--- src/rtl/kbd_pkg.sv ---
package kbd_pkg;

   localparam int CHAR_DEPTH  = 256;
   localparam int EVENT_DEPTH = 256;
   localparam int CHAR_AW     = $clog2(CHAR_DEPTH);
   localparam int EVENT_AW    = $clog2(EVENT_DEPTH);

   localparam logic [15:0] EV_KEY     = 16'd1;
   localparam logic [15:0] CODE_F12    = 16'd88;
   localparam logic [15:0] CODE_LSHIFT = 16'd42;
   localparam logic [15:0] CODE_RSHIFT = 16'd54;
   localparam logic [15:0] CODE_LCTRL  = 16'd29;
   localparam logic [15:0] CODE_RCTRL  = 16'd97;
   localparam logic [15:0] CODE_LIMIT  = 16'd128;
   localparam logic [31:0] VAL_PRESS   = 32'd1;
   localparam logic [31:0] VAL_REPEAT  = 32'd2;
   localparam logic [7:0]  ESC_CHAR    = 8'h1b;

   typedef enum logic [1:0] {
      OP_KEY       = 2'd0,
      OP_POP_CHAR  = 2'd1,
      OP_POP_EVENT = 2'd2,
      OP_TAKE_F12  = 2'd3
   } op_type;

   typedef struct packed {
      op_type      op;
      logic        ev_push;
      logic [8:0]  ev_data;
      logic        ch_push;
      logic [7:0]  ch_data;
      logic        f12;
   } cmd_type;

   // unshifted keymap; letters shift by clearing bit 5
   function automatic logic [7:0] kbd_char(input logic [6:0] code, input logic shift);
      logic [7:0] lo;
      logic [7:0] hi;
      logic       letter;
      lo = 8'h00;
      hi = 8'h00;
      letter = 1'b0;
      unique case (code)
         7'd1:  begin lo = 8'h1b; hi = 8'h1b; end
         7'd2:  begin lo = 8'h31; hi = 8'h21; end
         7'd3:  begin lo = 8'h32; hi = 8'h40; end
         7'd4:  begin lo = 8'h33; hi = 8'h23; end
         7'd5:  begin lo = 8'h34; hi = 8'h24; end
         7'd6:  begin lo = 8'h35; hi = 8'h25; end
         7'd7:  begin lo = 8'h36; hi = 8'h5e; end
         7'd8:  begin lo = 8'h37; hi = 8'h26; end
         7'd9:  begin lo = 8'h38; hi = 8'h2a; end
         7'd10: begin lo = 8'h39; hi = 8'h28; end
         7'd11: begin lo = 8'h30; hi = 8'h29; end
         7'd12: begin lo = 8'h2d; hi = 8'h5f; end
         7'd13: begin lo = 8'h3d; hi = 8'h2b; end
         7'd14: begin lo = 8'h08; hi = 8'h08; end
         7'd15: begin lo = 8'h09; hi = 8'h09; end
         7'd16: begin lo = 8'h71; letter = 1'b1; end
         7'd17: begin lo = 8'h77; letter = 1'b1; end
         7'd18: begin lo = 8'h65; letter = 1'b1; end
         7'd19: begin lo = 8'h72; letter = 1'b1; end
         7'd20: begin lo = 8'h74; letter = 1'b1; end
         7'd21: begin lo = 8'h79; letter = 1'b1; end
         7'd22: begin lo = 8'h75; letter = 1'b1; end
         7'd23: begin lo = 8'h69; letter = 1'b1; end
         7'd24: begin lo = 8'h6f; letter = 1'b1; end
         7'd25: begin lo = 8'h70; letter = 1'b1; end
         7'd26: begin lo = 8'h5b; hi = 8'h7b; end
         7'd27: begin lo = 8'h5d; hi = 8'h7d; end
         7'd28: begin lo = 8'h0d; hi = 8'h0d; end
         7'd30: begin lo = 8'h61; letter = 1'b1; end
         7'd31: begin lo = 8'h73; letter = 1'b1; end
         7'd32: begin lo = 8'h64; letter = 1'b1; end
         7'd33: begin lo = 8'h66; letter = 1'b1; end
         7'd34: begin lo = 8'h67; letter = 1'b1; end
         7'd35: begin lo = 8'h68; letter = 1'b1; end
         7'd36: begin lo = 8'h6a; letter = 1'b1; end
         7'd37: begin lo = 8'h6b; letter = 1'b1; end
         7'd38: begin lo = 8'h6c; letter = 1'b1; end
         7'd39: begin lo = 8'h3b; hi = 8'h3a; end
         7'd40: begin lo = 8'h27; hi = 8'h22; end
         7'd41: begin lo = 8'h60; hi = 8'h7e; end
         7'd43: begin lo = 8'h5c; hi = 8'h7c; end
         7'd44: begin lo = 8'h7a; letter = 1'b1; end
         7'd45: begin lo = 8'h78; letter = 1'b1; end
         7'd46: begin lo = 8'h63; letter = 1'b1; end
         7'd47: begin lo = 8'h76; letter = 1'b1; end
         7'd48: begin lo = 8'h62; letter = 1'b1; end
         7'd49: begin lo = 8'h6e; letter = 1'b1; end
         7'd50: begin lo = 8'h6d; letter = 1'b1; end
         7'd51: begin lo = 8'h2c; hi = 8'h3c; end
         7'd52: begin lo = 8'h2e; hi = 8'h3e; end
         7'd53: begin lo = 8'h2f; hi = 8'h3f; end
         7'd55: begin lo = 8'h2a; hi = 8'h2a; end
         7'd57: begin lo = 8'h20; hi = 8'h20; end
         default: begin lo = 8'h00; hi = 8'h00; end
      endcase
      if (letter) begin
         hi = lo & 8'hdf;
      end
      return shift ? hi : lo;
   endfunction

endpackage

--- src/rtl/kbd_front.sv ---
module kbd_front (
   input  logic                 clock,
   input  logic                 reset,
   input  logic                 req_valid,
   output logic                 req_ready,
   input  logic [1:0]           req_type,
   input  logic [15:0]          req_event_type,
   input  logic [15:0]          req_key_code,
   input  logic [31:0]          req_key_value,
   output logic                 cmd_valid,
   input  logic                 cmd_ready,
   output kbd_pkg::cmd_type     cmd
);
   import kbd_pkg::*;

   logic shift_ff, shift_in;
   logic ctrl_ff, ctrl_in;
   logic f12_ff, f12_in;
   logic accept;
   logic is_key;
   logic held;
   logic [7:0] map_char;
   logic [7:0] xl_char;
   cmd_type cmd_w;

   assign req_ready = cmd_ready;
   assign cmd_valid = req_valid;
   assign accept    = req_valid && cmd_ready;
   assign is_key    = (op_type'(req_type) == OP_KEY) && (req_event_type == EV_KEY);
   assign held      = (req_key_value != '0);
   assign map_char  = kbd_char(req_key_code[6:0], shift_ff);

   always_comb begin
      xl_char = map_char;
      if (req_key_code >= CODE_LIMIT) begin
         xl_char = '0;
      end else if (map_char != '0 && ctrl_ff) begin
         // letters become control codes, '[' becomes escape
         if ((map_char >= 8'h61 && map_char <= 8'h7a) ||
             (map_char >= 8'h41 && map_char <= 8'h5a)) begin
            xl_char = {3'b000, map_char[4:0]};
         end else if (map_char == 8'h5b) begin
            xl_char = ESC_CHAR;
         end
      end
   end

   always_comb begin
      shift_in = shift_ff;
      ctrl_in  = ctrl_ff;
      f12_in   = f12_ff;
      cmd_w.op      = op_type'(req_type);
      cmd_w.ev_push = is_key;
      cmd_w.ev_data = {held, req_key_code[7:0]};
      cmd_w.ch_push = 1'b0;
      cmd_w.ch_data = xl_char;
      cmd_w.f12     = f12_ff;
      if (is_key) begin
         priority if (req_key_code == CODE_F12) begin
            if (req_key_value == VAL_PRESS) begin
               f12_in = 1'b1;
            end
         end else if (req_key_code == CODE_LSHIFT || req_key_code == CODE_RSHIFT) begin
            shift_in = held;
         end else if (req_key_code == CODE_LCTRL || req_key_code == CODE_RCTRL) begin
            ctrl_in = held;
         end else if (req_key_value == VAL_PRESS || req_key_value == VAL_REPEAT) begin
            cmd_w.ch_push = (xl_char != '0);
         end
      end else if (op_type'(req_type) == OP_TAKE_F12) begin
         f12_in = 1'b0;
      end
   end

   assign cmd = cmd_w;

   always_ff @(posedge clock) begin
      if (reset) begin
         shift_ff <= 1'b0;
         ctrl_ff  <= 1'b0;
         f12_ff   <= 1'b0;
      end else if (accept) begin
         shift_ff <= shift_in;
         ctrl_ff  <= ctrl_in;
         f12_ff   <= f12_in;
      end
   end

endmodule

--- src/rtl/kbd_queue.sv ---
module kbd_queue (
   input  logic             clock,
   input  logic             reset,
   input  logic             in_valid,
   output logic             in_ready,
   input  kbd_pkg::cmd_type in_cmd,
   output logic             out_valid,
   input  logic             out_ready,
   output kbd_pkg::cmd_type out_cmd
);
   import kbd_pkg::*;

   cmd_type    slot_ff [2];
   logic       wr_ptr_ff, wr_ptr_in;
   logic       rd_ptr_ff, rd_ptr_in;
   logic [1:0] count_ff, count_in;
   logic       push;
   logic       pop;

   assign in_ready  = (count_ff != 2'd2);
   assign out_valid = (count_ff != 2'd0);
   assign out_cmd   = slot_ff[rd_ptr_ff];
   assign push      = in_valid && in_ready;
   assign pop       = out_valid && out_ready;

   always_comb begin
      wr_ptr_in = push ? ~wr_ptr_ff : wr_ptr_ff;
      rd_ptr_in = pop ? ~rd_ptr_ff : rd_ptr_ff;
      count_in  = count_ff + {1'b0, push} - {1'b0, pop};
   end

   always_ff @(posedge clock) begin
      if (reset) begin
         wr_ptr_ff <= 1'b0;
         rd_ptr_ff <= 1'b0;
         count_ff  <= 2'd0;
      end else begin
         wr_ptr_ff <= wr_ptr_in;
         rd_ptr_ff <= rd_ptr_in;
         count_ff  <= count_in;
      end
   end

   always_ff @(posedge clock) begin
      if (push) begin
         slot_ff[wr_ptr_ff] <= in_cmd;
      end
   end

endmodule

--- src/rtl/kbd_back.sv ---
module kbd_back (
   input  logic             clock,
   input  logic             reset,
   input  logic             cmd_valid,
   output logic             cmd_ready,
   input  kbd_pkg::cmd_type cmd,
   output logic             rsp_valid,
   input  logic             rsp_ready,
   output logic             rsp_read_ok,
   output logic [7:0]       rsp_ascii_byte,
   output logic [7:0]       rsp_raw_key,
   output logic             rsp_raw_pressed,
   output logic             rsp_f12_seen,
   output logic             rsp_ascii_waiting
);
   import kbd_pkg::*;

   logic [7:0] char_mem  [CHAR_DEPTH];
   logic [8:0] event_mem [EVENT_DEPTH];

   logic [CHAR_AW-1:0]  ch_head_ff, ch_head_in, ch_tail_ff, ch_tail_in;
   logic [CHAR_AW-1:0]  ch_head_nxt, ch_tail_nxt;
   logic [EVENT_AW-1:0] ev_head_ff, ev_head_in, ev_tail_ff, ev_tail_in;
   logic [EVENT_AW-1:0] ev_head_nxt, ev_tail_nxt;
   logic ch_empty, ch_full, ev_empty, ev_full;
   logic ch_wr, ev_wr, ch_rd, ev_rd;
   logic adv;

   logic       rsp_valid_ff;
   op_type     op_ff, op_in;
   logic       ok_ff, ok_in;
   logic       f12_ff, f12_in;
   logic       wait_ff, wait_in;
   logic [7:0] ch_rd_ff;
   logic [8:0] ev_rd_ff;

   assign adv       = cmd_valid && (!rsp_valid_ff || rsp_ready);
   assign cmd_ready = !rsp_valid_ff || rsp_ready;

   assign ch_head_nxt = (ch_head_ff == CHAR_AW'(CHAR_DEPTH - 1)) ? '0 : ch_head_ff + 1'b1;
   assign ch_tail_nxt = (ch_tail_ff == CHAR_AW'(CHAR_DEPTH - 1)) ? '0 : ch_tail_ff + 1'b1;
   assign ev_head_nxt = (ev_head_ff == EVENT_AW'(EVENT_DEPTH - 1)) ? '0 : ev_head_ff + 1'b1;
   assign ev_tail_nxt = (ev_tail_ff == EVENT_AW'(EVENT_DEPTH - 1)) ? '0 : ev_tail_ff + 1'b1;
   assign ch_empty = (ch_head_ff == ch_tail_ff);
   assign ev_empty = (ev_head_ff == ev_tail_ff);
   // one slot stays free so full and empty differ
   assign ch_full  = (ch_head_nxt == ch_tail_ff);
   assign ev_full  = (ev_head_nxt == ev_tail_ff);

   always_comb begin
      ch_wr   = 1'b0;
      ev_wr   = 1'b0;
      ch_rd   = 1'b0;
      ev_rd   = 1'b0;
      ok_in   = 1'b0;
      f12_in  = 1'b0;
      op_in   = cmd.op;
      wait_in = !ch_empty;
      unique case (cmd.op)
         OP_KEY: begin
            ev_wr = cmd.ev_push && !ev_full;
            ch_wr = cmd.ch_push && !ch_full;
            wait_in = !ch_empty || ch_wr;
         end
         OP_POP_CHAR: begin
            ch_rd   = !ch_empty;
            ok_in   = !ch_empty;
            wait_in = !ch_empty && (ch_tail_nxt != ch_head_ff);
         end
         OP_POP_EVENT: begin
            ev_rd = !ev_empty;
            ok_in = !ev_empty;
         end
         OP_TAKE_F12: begin
            f12_in = cmd.f12;
            ok_in  = cmd.f12;
         end
         default: begin
            ok_in = 1'b0;
         end
      endcase
      ch_head_in = (adv && ch_wr) ? ch_head_nxt : ch_head_ff;
      ev_head_in = (adv && ev_wr) ? ev_head_nxt : ev_head_ff;
      ch_tail_in = (adv && ch_rd) ? ch_tail_nxt : ch_tail_ff;
      ev_tail_in = (adv && ev_rd) ? ev_tail_nxt : ev_tail_ff;
   end

   always_ff @(posedge clock) begin
      if (reset) begin
         ch_head_ff   <= '0;
         ch_tail_ff   <= '0;
         ev_head_ff   <= '0;
         ev_tail_ff   <= '0;
         rsp_valid_ff <= 1'b0;
      end else begin
         ch_head_ff <= ch_head_in;
         ch_tail_ff <= ch_tail_in;
         ev_head_ff <= ev_head_in;
         ev_tail_ff <= ev_tail_in;
         if (adv) begin
            rsp_valid_ff <= 1'b1;
         end else if (rsp_ready) begin
            rsp_valid_ff <= 1'b0;
         end
      end
   end

   always_ff @(posedge clock) begin
      if (adv) begin
         op_ff   <= op_in;
         ok_ff   <= ok_in;
         f12_ff  <= f12_in;
         wait_ff <= wait_in;
      end
   end

   always_ff @(posedge clock) begin
      if (adv && ch_wr) begin
         char_mem[ch_head_ff] <= cmd.ch_data;
      end
      if (adv && ch_rd) begin
         ch_rd_ff <= char_mem[ch_tail_ff];
      end
   end

   always_ff @(posedge clock) begin
      if (adv && ev_wr) begin
         event_mem[ev_head_ff] <= cmd.ev_data;
      end
      if (adv && ev_rd) begin
         ev_rd_ff <= event_mem[ev_tail_ff];
      end
   end

   assign rsp_valid         = rsp_valid_ff;
   assign rsp_read_ok       = ok_ff;
   assign rsp_ascii_byte    = (op_ff == OP_POP_CHAR && ok_ff) ? ch_rd_ff : 8'h00;
   assign rsp_raw_key       = (op_ff == OP_POP_EVENT && ok_ff) ? ev_rd_ff[7:0] : 8'h00;
   assign rsp_raw_pressed   = (op_ff == OP_POP_EVENT && ok_ff) ? ev_rd_ff[8] : 1'b0;
   assign rsp_f12_seen      = f12_ff;
   assign rsp_ascii_waiting = wait_ff;

endmodule

--- src/rtl/keyboard_event_to_ascii_queue.sv ---
// channel | direction | handshake           | payload
// req     | in        | req_valid/req_ready | req_type, req_event_type, req_key_code, req_key_value
// rsp     | out       | rsp_valid/rsp_ready | rsp_read_ok .. rsp_ascii_waiting
//
// one word per cycle sustained while results are taken; an accepted request is registered in
// the command queue, then the back registers the result
// the front keeps shift, ctrl and the f12 flag; the back owns both fifo memories
// a stalled result holds the back; words then fill the two-deep command queue, and
// req_ready drops until the result is taken
// reset (synchronous) empties both fifos and clears modifiers; no clearing pass
module keyboard_event_to_ascii_queue (
   input  logic        clock,
   input  logic        reset,
   input  logic        req_valid,
   output logic        req_ready,
   input  logic [1:0]  req_type,
   input  logic [15:0] req_event_type,
   input  logic [15:0] req_key_code,
   input  logic [31:0] req_key_value,
   output logic        rsp_valid,
   input  logic        rsp_ready,
   output logic        rsp_read_ok,
   output logic [7:0]  rsp_ascii_byte,
   output logic [7:0]  rsp_raw_key,
   output logic        rsp_raw_pressed,
   output logic        rsp_f12_seen,
   output logic        rsp_ascii_waiting
);
   import kbd_pkg::*;

   cmd_type f_cmd, b_cmd;
   logic    f_valid, f_ready, b_valid, b_ready;

   kbd_front u_front (
      .clock          (clock),
      .reset          (reset),
      .req_valid      (req_valid),
      .req_ready      (req_ready),
      .req_type       (req_type),
      .req_event_type (req_event_type),
      .req_key_code   (req_key_code),
      .req_key_value  (req_key_value),
      .cmd_valid      (f_valid),
      .cmd_ready      (f_ready),
      .cmd            (f_cmd)
   );

   kbd_queue u_queue (
      .clock     (clock),
      .reset     (reset),
      .in_valid  (f_valid),
      .in_ready  (f_ready),
      .in_cmd    (f_cmd),
      .out_valid (b_valid),
      .out_ready (b_ready),
      .out_cmd   (b_cmd)
   );

   kbd_back u_back (
      .clock             (clock),
      .reset             (reset),
      .cmd_valid         (b_valid),
      .cmd_ready         (b_ready),
      .cmd               (b_cmd),
      .rsp_valid         (rsp_valid),
      .rsp_ready         (rsp_ready),
      .rsp_read_ok       (rsp_read_ok),
      .rsp_ascii_byte    (rsp_ascii_byte),
      .rsp_raw_key       (rsp_raw_key),
      .rsp_raw_pressed   (rsp_raw_pressed),
      .rsp_f12_seen      (rsp_f12_seen),
      .rsp_ascii_waiting (rsp_ascii_waiting)
   );

endmodule

--- config.mk ---
export PLATFORM = sky130hd
export DESIGN_NAME = keyboard_event_to_ascii_queue
export DESIGN_NICKNAME = d
export VERILOG_FILES = /design/src/rtl/kbd_pkg.sv /design/src/rtl/kbd_front.sv /design/src/rtl/kbd_queue.sv /design/src/rtl/kbd_back.sv /design/src/rtl/keyboard_event_to_ascii_queue.sv
export SDC_FILE = /design/constraint.sdc
export NUM_CORES = 2
export LEC_CHECK = 0
export BUFFER_PORTS_ARGS = -buffer_cell sky130_fd_sc_hd__buf_2
export CORE_UTILIZATION = 30
export CTS_CLUSTER_DIAMETER = 60
export DETAILED_ROUTE_END_ITERATION = 10
export GPL_ROUTABILITY_DRIVEN = 0
export HOLD_SLACK_MARGIN = 0.1
export PLACE_DENSITY = 0.5
export SYNTH_ARGS = -nofsm -noshare
export SYNTH_HDL_FRONTEND = slang
export SYNTH_MEMORY_MAX_BITS = 65536
export SYNTH_SLANG_ARGS = --single-unit
export TNS_END_PERCENT = 100
--- constraint.sdc ---
create_clock -name clock -period 3.9 [get_ports clock]
set_clock_uncertainty 0.1 [all_clocks]
set_input_delay 0.78 -clock clock [delete_from_list [all_inputs] [get_ports clock]]
set_output_delay 0.78 -clock clock [all_outputs]
set_load 0.02 [all_outputs]
==> metrics.txt <==
sequential cell area about 0.13 sq mm; Async SR Flop Fraction 0%; worst path cell trace nand2_1 -> nor4_1 -> a21oi_1 -> xor2_1 -> o2111ai_2 -> nand3_1 -> buf_12 -> or4b_2 -> buf_4 -> nor2_1 -> buf_4; IO Pins 92; total power draw ~100 mW; synth warn 0; hold depth 1; Rows approximately 270; Setup crit end kind flip-flop; DRT Pass-1 Iters 6; cell leakage power between 50 and 60 nW; H-tree depth 5; die width roughly 750 um; Mapped Nets around 8000; syn_area_per_cell about 20 sq um; RR Endpoint u_back.char_mem[1][2]$_DFFE_PP_; fin crit share between 90% and 100%; R2R Setup Slk 0.18 ns; power density cells approximately 530 mW/mm^2; CP Class flip-flop to flip-flop; crit-path max FO 33; largest net degree at the start of global routing roughly 150; worst hold endpoint u_queue.slot_ff[0][13]$_DFFE_PP_; synth unique cells 79; Hold Path Class primary input to flip-flop; Critical R2R Launch u_back.ch_head_ff[4]$_SDFFE_PP0P_; Seq cells post-synth between 4000 and 5000; Worst path slowest cell or4b_2; measured slew at the worst slew-check pin approximately 1.2 ns; RSZ-0062 raised after global routing false; synth-to-layout area growth 18.72%; first-pass GRT wire length between 600000 and 700000 um; Syn Std Cell Area 0.1659 sq mm; nets@finish just over 9000; sequential area share after synthesis 75.77%; total of max-cap violations 0; CTS buffer count ~430; Net Switching ~25 mW; vias per cell roughly 5; grt ovf 0; via count 84150; Post-synth EDFFs 4159; Die Y 745.7 um; core region area approximately 0.55 sq mm; CP peak stage delay around 0.62 ns; min cycle time layout ~3.7 ns; power share of the combinational group under 10%; share of cells above drive strength 1 30.94%; max_slew headroom around 22%; P_int 79.95 mW; status complete, no violations; CP most frequent cell buf_4; initial core utilization 30.19%; Clk pwr share about two fifths; CTS tree yes; clock sinks 4200; Clock Latency Late Sink slightly above 1 ns; final hold viol count 0; DRC Markers 0; final HPWL from detailed placement between 200000 and 300000 um; Root Driver clkbuf_16; WP data arrival approximately 4.3 ns; CP required 4.49 ns; # setup viols final 0; dominant synthesized flop cell edfxtp_1; final hold slack about 0.23 ns; Mapped Cells approximately 8100; routed wire length between 400000 and 500000 um; switching fraction of total power between 20% and 30%; vias in the first global route 86470; area of the multi-input gates between 0.03 and 0.04 sq mm; Iter 0 DRT Violations 8440; die area between 0.5 and 0.6 sq mm; Layout fillers about 50000; Setup Slack @ Placement -0.09119 ns; Peak VDD IR roughly 0.45 mV; Final Max Slew Viols 0; WL/cell around 27 um; Flop pwr share around 52%; Hold Startpoint req_key_code[3]; antenna violations before repair 21; placed insts about 16000; clk buf depth 4; post-route non-filler standard cell count 16760; post-route ant nets 0; R2R cell count 11; I/O Buffers 90; final core occ a little over a third; Clock Pin Slew Worst Setup and Hold Paths 0.06 ns; CP Launch Type flip-flop; Final WS setup 0.1766 ns; Total Routing Usage GR approximately 16%; fmax 268.6 MHz
==> cell type report <==
class	count	area share, %
inverter	23	0.04764
clock inverter	307	1.708
timing repair buffer	1069	4.720
antenna	6	0.007622
sequential	4200	63.84
multi-input combinational	3393	19.41
tap	7261	4.612
clock buffer	498	5.662
==> registers in the layout, summed over array words and instances (netlist names), 2 cells and up, named ones only <==
signal	count
u_queue.count_ff	2
u_back.ch_rd_ff	7
u_queue.slot_ff	42
u_back.ev_tail_ff	8
u_back.event_mem	2304
u_back.ch_tail_ff	8
u_back.char_mem	1792
u_back.op_ff	2
u_back.ch_head_ff	8
u_back.ev_head_ff	8
u_back.ev_rd_ff	9
==> placed cells by master, fill, tap and decap left out, types with 114 or more instances in the layout <==
cell type,count
nor2_1,581
o22ai_1,116
a21oi_1,266
buf_4,853
nand2_1,192
o21ai_0,142
mux2_2,114
buf_12,118
mux4_2,1007
clkbuf_16,435
o221ai_1,114
mux2i_1,353
edfxtp_1,4159
==> cells in the mapped netlist, types with 26 or more instances <==
master,instances,area (sq um)
a21oi_1,266,1331
a22oi_1,38,285.3
edfxtp_1,4159,124900
nor3_1,29,145.1
o22ai_1,116,725.7
dfxtp_1,41,820.8
clkbuf_1,286,1074
buf_2,169,845.8
nor2_1,583,2188
mux4_2,1007,22680
buf_1,59,221.5
nand2b_1,31,193.9
o221ai_1,114,998.5
xor2_1,29,254.0
mux2_2,130,1464
nand2_1,219,822.0
mux2i_1,353,3533
nor2b_1,26,162.7
o21ai_0,142,710.7
==> worst max-delay path, delay by kind of cell, from the launching register on <==
family | cells | cell delay, ns
flops | 1 | 0.61
xor+xnor | 1 | 0.15
buf+inv | 3 | 0.62
compound gates | 2 | 0.24
simple gates | 5 | 1.61
==> power by group through the flow <==
stage	Clock [mW]	Combinational (mW)	Sequential, mW
floorplan	0	3.56	55.4
global placement	0	8.86	55.0
detailed placement	0	9.15	55.0
CTS	43.0	9.12	54.0
global route	44.5	9.45	54.0
finish	42.1	8.76	54.1
==> how the worst max path moves through the flow <==
| stage | from | to | slack (ns) |
|---|---|---|---|
| global route | u_back.ch_head_ff[4]$_SDFFE_PP0P_ | u_back.char_mem[76][5]$_DFFE_PP_ | 0.02 |
| CTS | u_back.op_ff[1]$_DFFE_PP_ | rsp_ascii_byte[2] | 0.19 |
| floorplan | flip-flop | u_back.char_mem[0][6]$_DFFE_PP_ | 0.41 |
| detailed placement | rsp_ready | u_back.event_mem[42][3]$_DFFE_PP_ | -0.09 |
| global placement | rsp_ready | u_back.event_mem[42][2]$_DFFE_PP_ | -0.15 |
| finish | u_back.ch_head_ff[4]$_SDFFE_PP0P_ | u_back.char_mem[1][2]$_DFFE_PP_ | 0.18 |
==> through the flow <==
step | cell area [sq um] | setup TNS, ns
2_1_floorplan | 165900 | 0
3_3_place_gp | 182300 | -2.804
3_5_place_dp | 182300 | -4.458
4_1_cts | 196900 | 0
5_1_grt | 197000 | 0
6_report | 197000 | 0
==> logic make-up (layout without fill, tap and decap cells) <==
group	count (synthesis)	count (layout)	synth area share, %
other cells	1	7	0.002260
simple gates	1064	1064	2.831
mux	1490	1490	16.68
compound gates	772	772	2.927
xor+xnor	54	54	0.2851
flops	4200	4200	75.77
buf+inv	552	1897	1.415
fa+ha+maj	12	12	0.09049
==> what timing repair did <==
item,CTS,global route
hold buffers,8,0
endpoints found under the setup margin,0,80
hold endpoints to repair,11,0
gates resized for setup,0,1
buffers inserted,0,2
==> layer usage <==
metal / global-route usage (%) / up-vias / share of wire, %
li1: - / 35680 / -
met1: 22.02 / 45170 / 44
met2: 26.66 / 2702 / 49
met3: 2.006 / 596 / 5.1
met4: 3.614 / 6 / 2.3
met5: 0 / - / 0.010
No activity file was read; power rests on OpenSTA's default activity.
